<file path="config.mk">
export PLATFORM = sky130hd
export DESIGN_NAME = line_centroid_steering
export DESIGN_NICKNAME = d
export VERILOG_FILES = /design/src/rtl/lcs_pkg.sv /design/src/rtl/lcs_lane.sv /design/src/rtl/lcs_merge.sv /design/src/rtl/lcs_divider.sv /design/src/rtl/line_centroid_steering.sv
export SDC_FILE = /design/constraint.sdc
export NUM_CORES = 1
export LEC_CHECK = 0
export BUFFER_PORTS_ARGS = -buffer_cell sky130_fd_sc_hd__buf_2
export CAP_MARGIN = 20
export CORE_UTILIZATION = 40
export CTS_CLUSTER_SIZE = 30
export DETAILED_ROUTE_END_ITERATION = 10
export GPL_TIMING_DRIVEN = 0
export PLACE_DENSITY = 0.63
export RECOVER_POWER = 25
export SKIP_CTS_REPAIR_TIMING = 1
export SYNTH_ARGS = -nofsm -noshare
export SYNTH_HDL_FRONTEND = slang
export SYNTH_SLANG_ARGS = --single-unit
</file>
<file path="constraint.sdc">
create_clock -name clk -period 18.2 [get_ports clk]
set_clock_uncertainty 0.1 [all_clocks]
set_input_delay 0.91 -clock clk [delete_from_list [all_inputs] [get_ports clk]]
set_output_delay 0.91 -clock clk [all_outputs]
set_load 0.03 [all_outputs]
</file>
<file path="src/rtl/lcs_pkg.sv">
// shared constants, types and helpers for the line centroid steering block
package lcs_pkg;

  // sensor array and field widths
  localparam int SENSOR_COUNT        = 8;
  localparam int SAMPLE_BITS_DEFAULT = 10;
  localparam int THRESH_W            = 10;
  localparam int SPEED_W             = 8;
  localparam int GAIN_W              = 8;

  // derived arithmetic widths
  localparam int CNT_W  = $clog2(SENSOR_COUNT + 1);
  localparam int DEN_W  = CNT_W + 1;
  localparam int POS_W  = $clog2(SENSOR_COUNT) + 1;
  localparam int MAG_W  = $clog2((SENSOR_COUNT * SENSOR_COUNT) / 4 + 1);
  localparam int SUM_W  = MAG_W + 1;
  localparam int PROD_W = GAIN_W + MAG_W;
  localparam int CALC_W = PROD_W + 2;

  // configuration port
  localparam int CFG_INDEX_W = 4;
  localparam int CFG_DATA_W  = 16;

  typedef enum logic [CFG_INDEX_W-1:0] {
    REG_LINE_THRESHOLD = 4'd0,
    REG_BASE_SPEED     = 4'd1,
    REG_MAX_SPEED      = 4'd2,
    REG_TURN_GAIN      = 4'd3
  } cfg_reg_t;

  localparam logic [THRESH_W-1:0] LINE_THRESHOLD_RESET = 10'd500;
  localparam logic [SPEED_W-1:0]  BASE_SPEED_RESET     = 8'd150;
  localparam logic [SPEED_W-1:0]  MAX_SPEED_RESET      = 8'd255;
  localparam logic [GAIN_W-1:0]   TURN_GAIN_RESET      = 8'd35;

  // merged scan summary handed to the divide step
  typedef struct packed {
    logic              seen;
    logic              neg;
    logic [PROD_W-1:0] prod;
    logic [DEN_W-1:0]  den;
  } lcs_merge_t;

  // doubled sensor position 2*idx - (count-1)
  function automatic logic signed [POS_W-1:0] sensor_position(input int idx);
    return POS_W'(2 * idx - (SENSOR_COUNT - 1));
  endfunction

endpackage

</file>
<file path="src/rtl/lcs_lane.sv">
// one sensor lane: threshold compare and signed position contribution
module lcs_lane #(
  parameter int SAMPLE_BITS = 10,
  parameter int INDEX       = 0
) (
  input  logic                               clk,
  input  logic                               load,
  input  logic [SAMPLE_BITS-1:0]             sample,
  input  logic [lcs_pkg::THRESH_W-1:0]       threshold,
  output logic                               on_line,
  output logic signed [lcs_pkg::POS_W-1:0]   pos
);
  import lcs_pkg::*;

  localparam int CMP_W = (SAMPLE_BITS > THRESH_W) ? SAMPLE_BITS : THRESH_W;

  always_ff @(posedge clk) begin
    if (load) begin
      on_line <= CMP_W'(sample) < CMP_W'(threshold);
    end
  end

  assign pos = on_line ? sensor_position(INDEX) : '0;

endmodule

</file>
<file path="src/rtl/lcs_merge.sv">
// merge of lane results: on-line count, position sum, gain product
module lcs_merge (
  input  logic [lcs_pkg::SENSOR_COUNT-1:0]                  on_line,
  input  logic signed [lcs_pkg::SENSOR_COUNT-1:0][lcs_pkg::POS_W-1:0] pos,
  input  logic [lcs_pkg::GAIN_W-1:0]                        gain,
  output lcs_pkg::lcs_merge_t                                summary
);
  import lcs_pkg::*;

  logic [CNT_W-1:0]        count;
  logic signed [SUM_W-1:0] sum;
  logic [MAG_W-1:0]        mag;

  always_comb begin
    count = '0;
    sum   = '0;
    for (int i = 0; i < SENSOR_COUNT; i++) begin
      count = count + CNT_W'(on_line[i]);
      sum   = sum + SUM_W'($signed(pos[i]));
    end
  end

  // magnitude for an unsigned divide, sign applied afterwards (truncate toward zero)
  assign mag = sum[SUM_W-1] ? MAG_W'(-sum) : MAG_W'(sum);

  assign summary.seen = (count != '0);
  assign summary.neg  = sum[SUM_W-1];
  assign summary.prod = PROD_W'(gain) * PROD_W'(mag);
  assign summary.den  = {count, 1'b0};

endmodule

</file>
<file path="src/rtl/lcs_divider.sv">
// restoring shift-subtract divider, one quotient bit per cycle
module lcs_divider #(
  parameter int DIVIDEND_W = 13,
  parameter int DIVISOR_W  = 5
) (
  input  logic                  clk,
  input  logic                  rst,
  input  logic                  start,
  input  logic [DIVIDEND_W-1:0] dividend,
  input  logic [DIVISOR_W-1:0]  divisor,
  output logic                  done,
  output logic [DIVIDEND_W-1:0] quotient
);

  localparam int STEP_W = $clog2(DIVIDEND_W + 1);

  logic [DIVISOR_W-1:0]  rem;
  logic [DIVISOR_W-1:0]  divisor_q;
  logic [DIVIDEND_W-1:0] quo;
  logic [STEP_W-1:0]     steps;
  logic                  busy;
  logic [DIVISOR_W:0]    trial;
  logic [DIVISOR_W:0]    diff;
  logic                  fits;

  assign trial = {rem, quo[DIVIDEND_W-1]};
  assign diff  = trial - {1'b0, divisor_q};
  assign fits  = trial >= {1'b0, divisor_q};

  always_ff @(posedge clk) begin
    if (rst) begin
      busy <= 1'b0;
      done <= 1'b0;
    end else if (start) begin
      busy      <= 1'b1;
      done      <= 1'b0;
      rem       <= '0;
      quo       <= dividend;
      divisor_q <= divisor;
      steps     <= STEP_W'(DIVIDEND_W);
    end else if (busy) begin
      rem   <= fits ? diff[DIVISOR_W-1:0] : trial[DIVISOR_W-1:0];
      quo   <= {quo[DIVIDEND_W-2:0], fits};
      steps <= steps - 1'b1;
      if (steps == STEP_W'(1)) begin
        busy <= 1'b0;
        done <= 1'b1;
      end
    end
  end

  assign quotient = quo;

endmodule

</file>
<file path="src/rtl/line_centroid_steering.sv">
// top level: proportional line-follower steering from one sensor scan
// a scan passes from the lane flag registers through the merge state and the divider to out_valid
// scans are taken one at a time, paced by the 13-step shift-subtract divider
// the result sits in an output register, so the next scan is taken while it waits
// reset (rst, synchronous): configuration registers return to defaults, search direction turns right,
// no result is pending
module line_centroid_steering #(
  parameter int SAMPLE_BITS = lcs_pkg::SAMPLE_BITS_DEFAULT
) (
  input  logic                            clk,
  input  logic                            rst,
  // scan input
  input  logic                            in_valid,
  output logic                            in_stall,
  input  logic [SAMPLE_BITS-1:0]          sample_0,
  input  logic [SAMPLE_BITS-1:0]          sample_1,
  input  logic [SAMPLE_BITS-1:0]          sample_2,
  input  logic [SAMPLE_BITS-1:0]          sample_3,
  input  logic [SAMPLE_BITS-1:0]          sample_4,
  input  logic [SAMPLE_BITS-1:0]          sample_5,
  input  logic [SAMPLE_BITS-1:0]          sample_6,
  input  logic [SAMPLE_BITS-1:0]          sample_7,
  // drive output
  output logic                            out_valid,
  input  logic                            out_stall,
  output logic [lcs_pkg::SPEED_W-1:0]     left_drive,
  output logic [lcs_pkg::SPEED_W-1:0]     right_drive,
  output logic                            line_seen,
  // register write port
  input  logic                            cfg_valid,
  output logic                            cfg_ready,
  input  logic [lcs_pkg::CFG_INDEX_W-1:0] cfg_index,
  input  logic [lcs_pkg::CFG_DATA_W-1:0]  cfg_data
);
  import lcs_pkg::*;

  typedef enum logic [1:0] {
    S_IDLE,
    S_MERGE,
    S_DIV
  } state_t;

  state_t state;

  // configuration registers
  logic [THRESH_W-1:0] thresh_level;
  logic [SPEED_W-1:0]  cruise_level;
  logic [SPEED_W-1:0]  drive_cap;
  logic [GAIN_W-1:0]   steer_gain;

  // search direction memory: set when the last tracked error was negative
  logic last_was_left;

  // summary bits held across the divide
  logic seen_q;
  logic neg_q;

  logic                                      accept;
  logic [SENSOR_COUNT-1:0][SAMPLE_BITS-1:0]  samples;
  logic [SENSOR_COUNT-1:0]                   on_line;
  logic signed [SENSOR_COUNT-1:0][POS_W-1:0] pos;
  lcs_merge_t                                summary;
  logic                                      div_done;
  logic [PROD_W-1:0]                         quotient;
  logic                                      out_free;
  logic                                      out_load;

  // drive arithmetic
  logic signed [CALC_W-1:0] corr;
  logic signed [CALC_W-1:0] base_ext;
  logic signed [CALC_W-1:0] left_raw;
  logic signed [CALC_W-1:0] right_raw;
  logic [SPEED_W-1:0]       left_clamped;
  logic [SPEED_W-1:0]       right_clamped;

  // one scan at a time; busy from the transaction until its result is registered
  assign in_stall  = (state != S_IDLE);
  assign accept    = in_valid && !in_stall;
  assign cfg_ready = 1'b1;
  // output register can take a new result when empty or being drained this cycle
  assign out_free  = !out_valid || !out_stall;
  // finished divide moves into the output register this cycle
  assign out_load  = (state == S_DIV) && div_done && out_free;

  assign samples[0] = sample_0;
  assign samples[1] = sample_1;
  assign samples[2] = sample_2;
  assign samples[3] = sample_3;
  assign samples[4] = sample_4;
  assign samples[5] = sample_5;
  assign samples[6] = sample_6;
  assign samples[7] = sample_7;

  // one lane per sensor, flags captured with the input transaction
  for (genvar g = 0; g < SENSOR_COUNT; g++) begin : g_lane
    lcs_lane #(
      .SAMPLE_BITS (SAMPLE_BITS),
      .INDEX       (g)
    ) u_lane (
      .clk       (clk),
      .load      (accept),
      .sample    (samples[g]),
      .threshold (thresh_level),
      .on_line   (on_line[g]),
      .pos       (pos[g])
    );
  end

  // count, position sum and gain product across the lanes
  lcs_merge u_merge (
    .on_line (on_line),
    .pos     (pos),
    .gain    (steer_gain),
    .summary (summary)
  );

  // gain*|sum| / (2*count); a zero count gives a don't-care quotient
  lcs_divider #(
    .DIVIDEND_W (PROD_W),
    .DIVISOR_W  (DEN_W)
  ) u_div (
    .clk      (clk),
    .rst      (rst),
    .start    (state == S_MERGE),
    .dividend (summary.prod),
    .divisor  (summary.den),
    .done     (div_done),
    .quotient (quotient)
  );

  // signed correction, then base -/+ correction clamped to 0..drive cap
  always_comb begin
    corr      = neg_q ? -$signed({2'b00, quotient}) : $signed({2'b00, quotient});
    base_ext  = $signed({{(CALC_W - SPEED_W){1'b0}}, cruise_level});
    left_raw  = base_ext - corr;
    right_raw = base_ext + corr;

    if (left_raw < 0) begin
      left_clamped = '0;
    end else if (left_raw > $signed({{(CALC_W - SPEED_W){1'b0}}, drive_cap})) begin
      left_clamped = drive_cap;
    end else begin
      left_clamped = left_raw[SPEED_W-1:0];
    end

    if (right_raw < 0) begin
      right_clamped = '0;
    end else if (right_raw > $signed({{(CALC_W - SPEED_W){1'b0}}, drive_cap})) begin
      right_clamped = drive_cap;
    end else begin
      right_clamped = right_raw[SPEED_W-1:0];
    end
  end

  always_ff @(posedge clk) begin
    if (rst) begin
      state         <= S_IDLE;
      out_valid     <= 1'b0;
      thresh_level  <= LINE_THRESHOLD_RESET;
      cruise_level  <= BASE_SPEED_RESET;
      drive_cap     <= MAX_SPEED_RESET;
      steer_gain    <= TURN_GAIN_RESET;
      last_was_left <= 1'b0;
    end else begin
      // register writes; unknown indexes are dropped
      if (cfg_valid && cfg_ready) begin
        unique case (cfg_index)
          REG_LINE_THRESHOLD: thresh_level <= cfg_data[THRESH_W-1:0];
          REG_BASE_SPEED:     cruise_level <= cfg_data[SPEED_W-1:0];
          REG_MAX_SPEED:      drive_cap    <= cfg_data[SPEED_W-1:0];
          REG_TURN_GAIN:      steer_gain   <= cfg_data[GAIN_W-1:0];
          default: ;
        endcase
      end

      if (out_load) begin
        out_valid <= 1'b1;
      end else if (out_valid && !out_stall) begin
        out_valid <= 1'b0;
      end

      unique case (state)
        S_IDLE: begin
          if (accept) begin
            state <= S_MERGE;
          end
        end
        S_MERGE: begin
          // divider starts this cycle from the merged summary
          seen_q <= summary.seen;
          neg_q  <= summary.neg;
          state  <= S_DIV;
        end
        S_DIV: begin
          if (out_load) begin
            line_seen <= seen_q;
            if (seen_q) begin
              left_drive    <= left_clamped;
              right_drive   <= right_clamped;
              last_was_left <= neg_q;
            end else if (last_was_left) begin
              // line lost, spin toward the left
              left_drive  <= '0;
              right_drive <= cruise_level;
            end else begin
              // line lost, spin toward the right
              left_drive  <= cruise_level;
              right_drive <= '0;
            end
            state <= S_IDLE;
          end
        end
        default: state <= S_IDLE;
      endcase
    end
  end

  // a scan taken in makes the block busy on the next cycle
  a_busy_after_accept: assert property (@(posedge clk) disable iff (rst)
    accept |=> in_stall)
    else $error("input not stalled after a scan transaction");

  // starting the divider clears any stale completion
  a_div_restart: assert property (@(posedge clk) disable iff (rst)
    (state == S_MERGE) |=> !div_done)
    else $error("divider done flag survived a start");

  // a finished divide with room in the output register yields a result
  a_result_loaded: assert property (@(posedge clk) disable iff (rst)
    (state == S_DIV && div_done && out_free) |=> (out_valid && state == S_IDLE))
    else $error("finished scan did not reach the output register");

  // a search result always stops one wheel
  a_search_spin: assert property (@(posedge clk) disable iff (rst)
    (out_valid && !line_seen) |-> (left_drive == '0 || right_drive == '0))
    else $error("search result drives both wheels");

endmodule
</file>
# After elaboration in Yosys (flattened, before gate mapping)
# Cells that the tools add are included.
[totals]
register_bits = 93
input_bits = 105
output_inout_bits = 20
wordCells = 125
[classes]
add_sub_neg = 20
mul = 1
magnitude_cmp = 13
eq_ne = 8
n_mux = 31
bitwise_logic = 1
reduce_logical = 25
[op_table]
columns = ["cell", "n"]
rows = [
  ["$lt A10 B10 Y1", 8],
  ["$mux W8", 8],
  ["$gt A15 B9 Y1", 2],
  ["$lt A15 B1 Y1 const B", 2],
  ["$mux W13", 2],
  ["$add A4 B1 Y4", 6],
  ["$mux W4", 5],
  ["$add A6 B4 Y6", 3],
  ["$reduce_and A2 Y1", 8],
  ["$add A9 B15 Y15", 1],
  ["$mux W15", 1],
  ["$mux W5", 3],
  ["$neg A13 Y15", 1],
  ["$sub A9 B15 Y15", 1],
  ["$mul A8 B5 Y13", 1],
  ["$eq A4 B1 Y1 const B", 2],
  ["$eq A4 B2 Y1 const B", 2],
  ["$add A5 B4 Y6", 1],
  ["$add A6 B2 Y6", 1],
  ["$add A6 B3 Y6", 1],
  ["$ge A6 B5 Y1", 1],
  ["$mux W1", 6],
  ["$mux W2", 3],
  ["$mux W3", 2],
  ["19 further kinds", 28],
]

# Logic depth before layout (Yosys ltp)
# Gate-level depths: netlist of the first run.
[logic_depth]
ltp_word = 12
ltp_mapped = 28
depth_no_buf = 28

# Cells and area by module
# A second synthesis of the first run with hierarchy kept.
[hier_totals]
cells_unflattened = 1196
area_unflattened_um2 = 10649.0
[by_module_without_submodules]
columns = ["module", "instances", "cells_each", "area_each_um2", "seq_area_each_um2"]
rows = [
  ["line_centroid_steering", 1, 490, 4275.4, 1331.3],
  ["lcs_merge", 1, 296, 2586.2, 0.0],
  ["lcs_lane (g_lane[0].u_lane ...)", 7, 38, 299.0, 30.0],
  ["lcs_divider", 1, 107, 1398.8, 850.8],
  ["lcs_lane (g_lane[3].u_lane)", 1, 37, 295.3, 30.0],
]

# Worst setup path before layout of the first run
# No wires, ideal clock.
[synth_timing]
path_type = "register to register"
startpoint = "reg g_lane[3].u_lane.on_line"
endpoint = "reg u_div.quo[12] (netlist: u_div.quotient[12]) (data pin)"
setup_ps = 135
t_arrival_ps = 6775
required_time_ps = 17965
setup_slack_ps = 11189
stages_incl_launch_ff = 28
n_path_buf = 0
period_less_slack_ps = 7011
path_cell_list = "edfxtp_1 -> inv_1 -> fa_1 -> inv_1 -> fa_1 -> ha_1 -> ha_1 -> a21o_1 -> a21oi_1 -> o21bai_1 -> a21oi_1 -> xnor2_1 -> a31oi_1 -> xnor2_1 -> nand2b_1 -> fa_1 -> fa_1 -> fa_1 -> inv_1 -> ha_1 -> a21o_1 -> a21oi_1 -> o21bai_1 -> a21oi_1 -> o21bai_1 -> a211o_1 -> a21bo_2 -> nand3_1"
[synth_via]
elab_chain_cells = 10
[synth_rtl]
columns = ["item", "line_no", "text"]
rows = [
  ["start, declared", "lcs_lane.sv:10", "output logic on_line,"],
  ["start signal, assigned", "lcs_lane.sv:19", "on_line <= CMP_W'(sample) < CMP_W'(threshold);"],
  ["$mux W4 (*)", "lcs_lane.sv:23", "assign pos = on_line ? sensor_position(INDEX) : '0;"],
  ["$add A6 B4 Y6 (*)", "lcs_merge.sv:19", "sum = sum + SUM_W'($signed(pos[i]));"],
  ["$add A6 B2 Y6 (*)", "lcs_merge.sv:19", ""],
  ["$add A6 B3 Y6 (*)", "lcs_merge.sv:19", ""],
  ["$add A6 B4 Y6 (*) (2 in a row)", "lcs_merge.sv:19", ""],
  ["$neg A5 Y5", "lcs_merge.sv:24", "assign mag = sum[SUM_W-1] ? MAG_W'(-sum) : MAG_W'(sum);"],
  ["$mux W5 (*)", "lcs_merge.sv:24", ""],
  ["$mul A8 B5 Y13 (*)", "lcs_merge.sv:28", "assign summary.prod = PROD_W'(gain) * PROD_W'(mag);"],
  ["$mux W13 (*)", "lcs_divider.sv:34", "end else if (start) begin"],
  ["end signal, assigned", "lcs_divider.sv:38", "quo <= dividend;"],
  ["end signal, assigned", "lcs_divider.sv:43", "quo <= {quo[DIVIDEND_W-2:0], fits};"],
  ["end, declared", "lcs_divider.sv:19", "logic [DIVIDEND_W-1:0] quo;"],
]
# Every way passes the cells marked *; elsewhere a longest branch is shown, timed or not.
# A chain may end at the register's enable or synchronous reset.

# Worst setup path after layout of the first run
[layout_timing]
startpoint = "reg g_lane[3].u_lane.on_line"
endpoint = "reg u_div.quo[11] (netlist: u_div.quotient[11]) (data pin)"
# The elaborated chain is that of the path after synthesis.

==> impl_metrics.xml, run 1 <==
<?xml version="1.0" encoding="UTF-8"?>
<metrics>
  <group name="sta">
    <metric name="fmax" unit="MHz">129</metric>
    <metric name="setup_slack" unit="ns">10.46</metric>
    <metric name="worst-slew-pin-transition" unit="ns">0.887</metric>
    <metric name="final.period_utilization" unit="%">42.5</metric>
    <metric name="rsz0062_at_grt" unit="">false</metric>
    <metric name="fin_tns_setup" unit="ns">0</metric>
    <metric name="finalCriticalPeriod" unit="ns">7.74</metric>
    <metric name="slew_headroom" unit="%">40.7</metric>
    <metric name="finalSetupViolCount" unit="">0</metric>
    <metric name="slew_violations" unit="">0</metric>
    <metric name="hold_viol" unit="">0</metric>
  </group>
  <group name="place">
    <metric name="port_buffers" unit="">116</metric>
    <metric name="place_ws" unit="ns">10.46</metric>
    <metric name="hpwlAfterDp" unit="mm">17.1</metric>
    <metric name="gpl.final_weighted_congestion" unit="">0.908</metric>
    <metric name="placedCellCount" unit="">1357</metric>
  </group>
  <group name="setup_path">
    <metric name="worst-setup-path-type" unit="">flip-flop to flip-flop</metric>
    <metric name="crit_path_start_kind" unit="">flip-flop</metric>
    <metric name="r2r.worst_path.cells" unit="">26</metric>
    <metric name="reg2reg_from" unit="">g_lane[3].u_lane.on_line</metric>
    <metric name="timing.critical_path.required" unit="ns">18.32</metric>
    <metric name="critical-path-max-stage-delay" unit="ns">0.57</metric>
    <metric name="crit_path_max_fanout" unit="">8</metric>
    <metric name="reg2reg_setup_slack" unit="ns">10.46</metric>
    <metric name="critical_path.reg2reg.endpoint" unit="">u_div.quotient[11]</metric>
    <metric name="worst_setup_end_kind" unit="">flip-flop</metric>
    <metric name="worstPathArrival" unit="ns">7.86</metric>
    <metric name="crit_path_frequent_cell" unit="">fa_1</metric>
    <metric name="crit_slowest_cell" unit="">xnor2_1</metric>
  </group>
  <group name="pwr">
    <metric name="leakagePower" unit="uW">0.00503</metric>
    <metric name="vdd_ir_drop_max" unit="uV">173</metric>
    <metric name="power_density" unit="nW/um2">174</metric>
  </group>
  <group name="finish">
    <metric name="finalNonFillerCells" unit="">1373</metric>
    <metric name="total_inserted_antenna_cells" unit="">0</metric>
    <metric name="area_delta_synth_final" unit="%">13.9</metric>
    <metric name="highest_count_cells_in_the_layout_ignoring_fill_and_taps" unit="">146 x ha_1, 110 x inv_1, 98 x buf_2</metric>
    <metric name="layout-drive-gt1-share" unit="%">12.9</metric>
    <metric name="final_common_cell" unit="">ha_1</metric>
    <metric name="finalNetCount" unit="">1375</metric>
  </group>
  <group name="yosys">
    <metric name="ys_dominant_reg_cell" unit="">edfxtp_1</metric>
    <metric name="synth_edf_count" unit="">53</metric>
    <metric name="post_synth_num_cell_types" unit="">64</metric>
    <metric name="synthesis.yosys.warnings" unit="">0</metric>
    <metric name="synthesis.area" unit="um2">8940</metric>
    <metric name="synth_async_sr_flop_share" unit="%">0</metric>
    <metric name="ys_seq_elements" unit="">93</metric>
    <metric name="synthesis.nets" unit="">1246</metric>
    <metric name="avgSynthCellArea" unit="um2">9.32</metric>
    <metric name="syn_inst" unit="">959</metric>
    <metric name="synth_seq_area_share" unit="%">26.8</metric>
  </group>
  <group name="global_route">
    <metric name="grt_start_max_net_pins" unit="">20</metric>
    <metric name="grt_antenna_before_repair" unit="">1</metric>
    <metric name="globalRouteTotalUtil" unit="%">19.1</metric>
    <metric name="grt.overflow.total" unit="">0</metric>
    <metric name="grt_pass1_vias" unit="">7106</metric>
    <metric name="grt_first_pass_wirelength" unit="mm">34.3</metric>
  </group>
  <group name="drt">
    <metric name="routed_wirelength" unit="mm">20.4</metric>
    <metric name="vias_per_cell" unit="">5.15</metric>
    <metric name="dr_total_vias" unit="">7065</metric>
    <metric name="wire_per_inst" unit="um">14.9</metric>
    <metric name="drtPass1Iterations" unit="">4</metric>
    <metric name="drc" unit="">0</metric>
    <metric name="number_of_nets_still_failing_antenna_checks_after_routing" unit="">0</metric>
    <metric name="dr.first_iter.drc_count" unit="">277</metric>
  </group>
  <group name="clocking">
    <metric name="cts_made_buffers" unit="">9</metric>
    <metric name="clk_root_buffer_cell" unit="">clkbuf_16</metric>
    <metric name="clock_tree_from_tritoncts" unit="">yes</metric>
    <metric name="cts.reportedPaths.clkPinSlew" unit="ns">0.07</metric>
    <metric name="tritoncts_num_sinks" unit="">93</metric>
    <metric name="worstSkewPairLatency" unit="ns">0.36</metric>
    <metric name="clockBufferDepth" unit="">2</metric>
    <metric name="cts.htree.levels" unit="">3</metric>
  </group>
  <group name="min_path">
    <metric name="whs_path_depth" unit="">2</metric>
    <metric name="worst_hold_startpoint" unit="">thresh_level[1]</metric>
    <metric name="hold-path-endpoint" unit="">thresh_level[1]</metric>
    <metric name="worst_hold_path_type" unit="">flip-flop to flip-flop</metric>
  </group>
  <group name="run">
    <metric name="max-cap-violations" unit="">0</metric>
  </group>
  <group name="floorplanning">
    <metric name="die_footprint" unit="um2">22900</metric>
    <metric name="floorplan.initialDensity" unit="%">40.8</metric>
    <metric name="io_pins" unit="">125</metric>
    <metric name="die_height" unit="um">151</metric>
    <metric name="floorplan.rows" unit="">54</metric>
    <metric name="core_area" unit="um2">21900</metric>
    <metric name="die_w" unit="um">151</metric>
  </group>
  <group name="outcome">
    <metric name="status" unit="">complete, no violations</metric>
  </group>
</metrics>
[worst max-delay path by stage]
stage,from,end,slack [ns],depth (start not counted)
4_1_cts,g_lane[3].u_lane.on_line,u_div.quotient[11],10.41,26
6_report,g_lane[3].u_lane.on_line,u_div.quotient[11],10.46,26
3_3_place_gp,g_lane[3].u_lane.on_line,u_div.quotient[11],10.53,26
5_1_grt,g_lane[3].u_lane.on_line,u_div.quotient[10],9.91,27
2_1_floorplan,g_lane[3].u_lane.on_line,u_div.quotient[12],11.19,27
3_5_place_dp,g_lane[3].u_lane.on_line,u_div.quotient[11],10.46,26
[routing by layer]
layer  up-vias  routed length, um  share of wire [%]  global-route usage (%)
li1       3622                  -                  -                       -
met1      3287               9230                 45                    23.3
met2       137               9940                 49                    34.3
met3        19                980                4.8                    3.71
met4         0                248                1.2                    4.60
met5         -                  0                  0                       0
[critical path, delay by kind of cell (launching register included)]
kind	cells	cell delay, ns
AND/OR/NAND/NOR	2	0.31
XOR/XNOR	2	0.84
buffers and inverters	3	0.25
adder cells (fa/ha/maj)	8	3.44
AO/OA/AOI/OAI	11	2.17
flip-flops	1	0.49
[synthesized netlist by cell type (3+ instances only)]
library cell / instances / share of area, %
dfxtp_1: 40 / 9.0
nor2b_1: 18 / 1.3
a211oi_1: 13 / 1.1
or2_2: 4 / 0.28
nand2_1: 78 / 3.3
inv_1: 110 / 4.6
nor3b_1: 6 / 0.50
nand3b_1: 8 / 0.67
a211o_1: 16 / 1.6
or3_1: 3 / 0.21
and2_1: 24 / 1.7
o31a_1: 9 / 0.88
ha_1: 146 / 20
o21bai_1: 9 / 0.76
xnor2_1: 32 / 3.1
o21ai_1: 16 / 0.90
nand3_1: 14 / 0.78
mux2i_1: 29 / 3.2
buf_4: 3 / 0.25
o21a_1: 3 / 0.25
and3_1: 3 / 0.21
a221oi_1: 3 / 0.29
xor2_1: 6 / 0.59
a21oi_1: 40 / 2.2
o31ai_1: 5 / 0.42
edfxtp_1: 53 / 18
nor2_1: 68 / 2.9
a21o_1: 48 / 4.0
clkbuf_1: 13 / 0.55
a31oi_1: 3 / 0.21
nand2b_1: 16 / 1.1
nor3_1: 13 / 0.73
o21ai_0: 26 / 1.5
nand4_1: 5 / 0.35
fa_1: 36 / 8.1
[logic make-up after synthesis]
family                   after synthesis  synth area share [%]
XOR/XNOR                              39                  3.91
AND/OR/NAND/NOR                      273                  15.3
adder cells (fa/ha/maj)              182                  28.5
other                                  1                0.0420
multiplexers                          30                  3.37
AO/OA/AOI/OAI                        211                  16.3
flip-flops                            93                  26.8
buffers and inverters                130                  5.75
[power breakdown]
part | internal, uW | switching (uW) | total [uW]
registers | 246 | 14.6 | 260
clock network | 110 | 87.4 | 198
logic | 577 | 732 | 1310
[final cells by class]
class	instances	area [um2]
plain buffers	20	101
well taps	280	350
inverters	110	413
fillers	2171	11700
clock buffers	13	283
clock inverters	3	22.5
flip-flops and latches	93	2390
multi-input cells	736	6030
repair buffers	118	584
[state kept, by name (all words and copies together), names as in the netlist, 2 cells and up]
| name | flops |
|---|---|
| u_div.quotient | 13 |
| thresh_level | 10 |
| cruise_level | 8 |
| drive_cap | 8 |
| g_lane.u_lane.on_line | 8 |
| left_drive | 8 |
| right_drive | 8 |
| steer_gain | 8 |
| u_div.rem | 5 |
| u_div.divisor_q | 4 |
| u_div.steps | 4 |
| state | 2 |
[stage by stage]
stage	total power (uW)	hold slack, ns	cell area, um2	util, %
after floorplan	1340	0.360	8940	-
after global placement	1550	0.373	9870	45.1
after detailed placement	1580	0.382	9900	45.2
after CTS	1790	0.399	10200	46.6
after global routing	2000	0.422	10200	46.5
final	1770	0.395	10200	46.5
Note: power is estimated with default switching activity, not from simulation.
==> run 2, diff against run 1 <==
--- a/config.mk
+++ b/config.mk
@@ -5,6 +5,7 @@
 export SDC_FILE = /design/constraint.sdc
 export NUM_CORES = 1
 export LEC_CHECK = 0
+export ABC_AREA = 1
 export BUFFER_PORTS_ARGS = -buffer_cell sky130_fd_sc_hd__buf_2
 export CAP_MARGIN = 20
 export CORE_UTILIZATION = 40
==> constraint.sdc (replaced) <==
create_clock -name clk -period 7.2 [get_ports clk]
set_clock_uncertainty 0.1 [all_clocks]
set_input_delay 0.36 -clock clk [delete_from_list [all_inputs] [get_ports clk]]
set_output_delay 0.36 -clock clk [all_outputs]
set_load 0.03 [all_outputs]
==> run 2 against run 1 <==
Net effect: the flow now finishes with violations (design-rule violations); first-iteration DRC count increased by 14%; core utilization up 0.98 points; global-route usage is 0.92 points higher; register-to-register slack worse by 10 ns; critical path depth increased by 1; sequential share of layout area decreased by 1.2 points; highest routed layer unchanged.
==> impl_metrics.xml, run 2 <==
<?xml version="1.0" encoding="UTF-8"?>
<metrics>
  <group name="yosys">
    <metric name="post_synth_num_cell_types" unit="">42</metric>
    <metric name="syn_inst" unit="">1199</metric>
    <metric name="synthesis.nets" unit="">1486</metric>
    <metric name="synth_area_leaders" unit="">ha_1 20%, edfxtp_1 17%, nand2_1 10%</metric>
    <metric name="ys_dominant_reg_cell" unit="">edfxtp_1</metric>
    <metric name="synth_seq_area_share" unit="%">26.0</metric>
    <metric name="synthesis.yosys.warnings" unit="">0</metric>
    <metric name="avgSynthCellArea" unit="um2">7.68</metric>
    <metric name="yosysMostFrequentCell" unit="">nand2_1</metric>
    <metric name="synth_commonest_cells" unit="">245 x nand2_1, 196 x inv_1, 146 x ha_1, 92 x a21oi_1, 85 x nor2_1</metric>
    <metric name="synthesis.area" unit="um2">9210</metric>
    <metric name="synth_edf_count" unit="">53</metric>
    <metric name="yosys_top_cell_area_share" unit="%">19.8</metric>
    <metric name="synth_largest_area_cell" unit="">ha_1</metric>
    <metric name="ys_seq_elements" unit="">93</metric>
    <metric name="synth_async_sr_flop_share" unit="%">0</metric>
  </group>
  <group name="sta">
    <metric name="slew_violations" unit="">0</metric>
    <metric name="finalCriticalPeriod" unit="ns">6.94</metric>
    <metric name="hold_viol" unit="">0</metric>
    <metric name="slew_headroom" unit="%">37.9</metric>
    <metric name="hold-worst-slack" unit="ns">0.149</metric>
    <metric name="fmax" unit="MHz">144</metric>
    <metric name="worst-slew-pin-transition" unit="ns">0.929</metric>
    <metric name="finalSetupViolCount" unit="">0</metric>
    <metric name="setup_slack" unit="ns">0.255</metric>
    <metric name="final.period_utilization" unit="%">96.5</metric>
  </group>
  <group name="setup_path">
    <metric name="worst_setup_end_kind" unit="">flip-flop</metric>
    <metric name="r2r.worst_path.cells" unit="">27</metric>
    <metric name="crit_path_start_kind" unit="">flip-flop</metric>
    <metric name="reg2reg_from" unit="">g_lane[0].u_lane.on_line</metric>
    <metric name="worst-setup-path-type" unit="">flip-flop to flip-flop</metric>
    <metric name="timing.critical_path.required" unit="ns">7.20</metric>
    <metric name="worstPathArrival" unit="ns">6.94</metric>
    <metric name="crit_path_max_fanout" unit="">6</metric>
    <metric name="worstSetupStartpoint" unit="">g_lane[0].u_lane.on_line</metric>
  </group>
  <group name="global_route">
    <metric name="grt_start_max_net_pins" unit="">23</metric>
    <metric name="grt.overflow.total" unit="">0</metric>
    <metric name="grt_antenna_before_repair" unit="">0</metric>
    <metric name="grt_first_pass_wirelength" unit="mm">37.4</metric>
    <metric name="grt_pass1_vias" unit="">7798</metric>
    <metric name="globalRouteTotalUtil" unit="%">20.0</metric>
  </group>
  <group name="clocking">
    <metric name="cts_made_buffers" unit="">9</metric>
    <metric name="tritoncts_num_sinks" unit="">93</metric>
    <metric name="clk_root_buffer_cell" unit="">clkbuf_16</metric>
    <metric name="cts.reportedPaths.clkPinSlew" unit="ns">0.07</metric>
    <metric name="cts.htree.levels" unit="">3</metric>
    <metric name="clock_tree_from_tritoncts" unit="">yes</metric>
    <metric name="worstSkewPairLatency" unit="ns">0.36</metric>
    <metric name="clockBufferDepth" unit="">2</metric>
  </group>
  <group name="finish">
    <metric name="number_of_flip_flops_under_the_largest_register_name" unit="">13</metric>
    <metric name="finalNonFillerCells" unit="">1629</metric>
    <metric name="highest_count_cells_in_the_layout_ignoring_fill_and_taps" unit="">242 x nand2_1, 193 x inv_1, 141 x ha_1</metric>
    <metric name="n_fill_cell" unit="">2252</metric>
    <metric name="layout-drive-gt1-share" unit="%">14.6</metric>
    <metric name="finalNetCount" unit="">1626</metric>
    <metric name="total_inserted_antenna_cells" unit="">0</metric>
    <metric name="final_common_cell" unit="">nand2_1</metric>
    <metric name="area_delta_synth_final" unit="%">16.6</metric>
  </group>
  <group name="run">
    <metric name="max-cap-violations" unit="">0</metric>
  </group>
  <group name="drt">
    <metric name="number_of_nets_still_failing_antenna_checks_after_routing" unit="">0</metric>
    <metric name="topRoutingLayerUsed" unit="">met4</metric>
    <metric name="vias_per_cell" unit="">5.03</metric>
    <metric name="routed_wirelength" unit="mm">23.3</metric>
    <metric name="wl_met1" unit="mm">9.90</metric>
    <metric name="wire_per_inst" unit="um">14.3</metric>
    <metric name="met2WireLength" unit="mm">11.1</metric>
    <metric name="drc" unit="">2</metric>
    <metric name="routed-wl-met3" unit="mm">1.24</metric>
    <metric name="drtPass1Iterations" unit="">8</metric>
    <metric name="dr_total_vias" unit="">8194</metric>
    <metric name="dr.first_iter.drc_count" unit="">315</metric>
  </group>
  <group name="min_path">
    <metric name="worst_hold_startpoint" unit="">cfg_data[8]</metric>
    <metric name="worst_hold_path_type" unit="">primary input to flip-flop</metric>
    <metric name="whs_path_depth" unit="">3</metric>
  </group>
  <group name="floorplanning">
    <metric name="core_area" unit="um2">22600</metric>
    <metric name="floorplan.rows" unit="">55</metric>
    <metric name="floorplan.initialDensity" unit="%">40.7</metric>
    <metric name="die_footprint" unit="um2">23600</metric>
    <metric name="die_height" unit="um">154</metric>
    <metric name="io_pins" unit="">125</metric>
    <metric name="die_w" unit="um">154</metric>
  </group>
  <group name="place">
    <metric name="port_buffers" unit="">116</metric>
    <metric name="gpl.final_weighted_congestion" unit="">0.912</metric>
    <metric name="place_ws" unit="ns">-0.433</metric>
    <metric name="hpwlAfterDp" unit="mm">19.1</metric>
    <metric name="placedCellCount" unit="">1601</metric>
  </group>
  <group name="outcome">
    <metric name="status" unit="">finished with violations</metric>
    <metric name="violations" unit="">design-rule violations</metric>
  </group>
</metrics>
## run 2: worst max-delay path: stages (launching register included)
cell       delay [ns]
edfxtp_1         0.45
fa_1             0.56
inv_1            0.05
fa_1             0.49
fa_2             0.44
inv_2            0.07
ha_4             0.13
inv_1            0.05
fa_1             0.54
ha_1             0.15
inv_1            0.08
o31ai_4          0.26
xnor2_2          0.16
buf_6            0.15
nor2_1           0.06
fa_1             0.51
fa_1             0.55
inv_1            0.06
fa_1             0.54
inv_1            0.05
ha_2             0.32
a21oi_2          0.18
nand2_1          0.08
nand2_1          0.06
o2111ai_1        0.13
or2_2            0.30
nand3_1          0.09
o21ai_0          0.09
## run 2: stage by stage
| step | area (um2) | TNS (ns) | utilization (%) |
|---|---|---|---|
| after global routing | 10700 | -0.0629 | 47.5 |
| after detailed placement | 10200 | -1.43 | 44.9 |
| after global placement | 10200 | -0.962 | 44.8 |
| after CTS | 10500 | -1.61 | 46.3 |
| final | 10700 | 0 | 47.5 |
| after floorplan | 9210 | 0 | - |
## run 2: layout make-up
cell class / count / area, um2 / share of cell area [%]
multi-input cells: 887 / 6180 / 57.5
clock inverters: 7 / 90.1 / 0.838
plain buffers: 16 / 73.8 / 0.687
flip-flops and latches: 93 / 2390 / 22.3
repair buffers: 130 / 667 / 6.21
clock buffers: 9 / 225 / 2.10
inverters: 202 / 758 / 7.06
well taps: 285 / 357 / 3.32
## run 2: worst paths after layout
check,slack [ns],to
setup / recovery,0.26,u_div.quotient[11]
hold / removal,0.15,thresh_level[8]
setup reg to reg,0.26,u_div.quotient[11]
hold reg to reg,0.38,u_div.done
## run 2: cell families (layout without fill, tap and decap cells)
group / Yosys count / after routing / synth area share (%)
other cells: 1 / 1 / 0.0407
xor+xnor: 35 / 35 / 3.41
compound gates: 213 / 213 / 13.1
fa+ha+maj: 182 / 182 / 27.6
simple gates: 456 / 456 / 20.8
buf+inv: 219 / 364 / 9.07
flops: 93 / 93 / 26.0
## run 2: routing by layer
layer,vias up,GRT usage [%]
li1,4246,-
met1,3692,23.6
met2,210,34.6
met3,46,3.89
met4,0,10.2
met5,-,0
Power of run 2 is not shown: default switching activity piles up to over one toggle a cycle in this logic, so the estimate is an artifact.
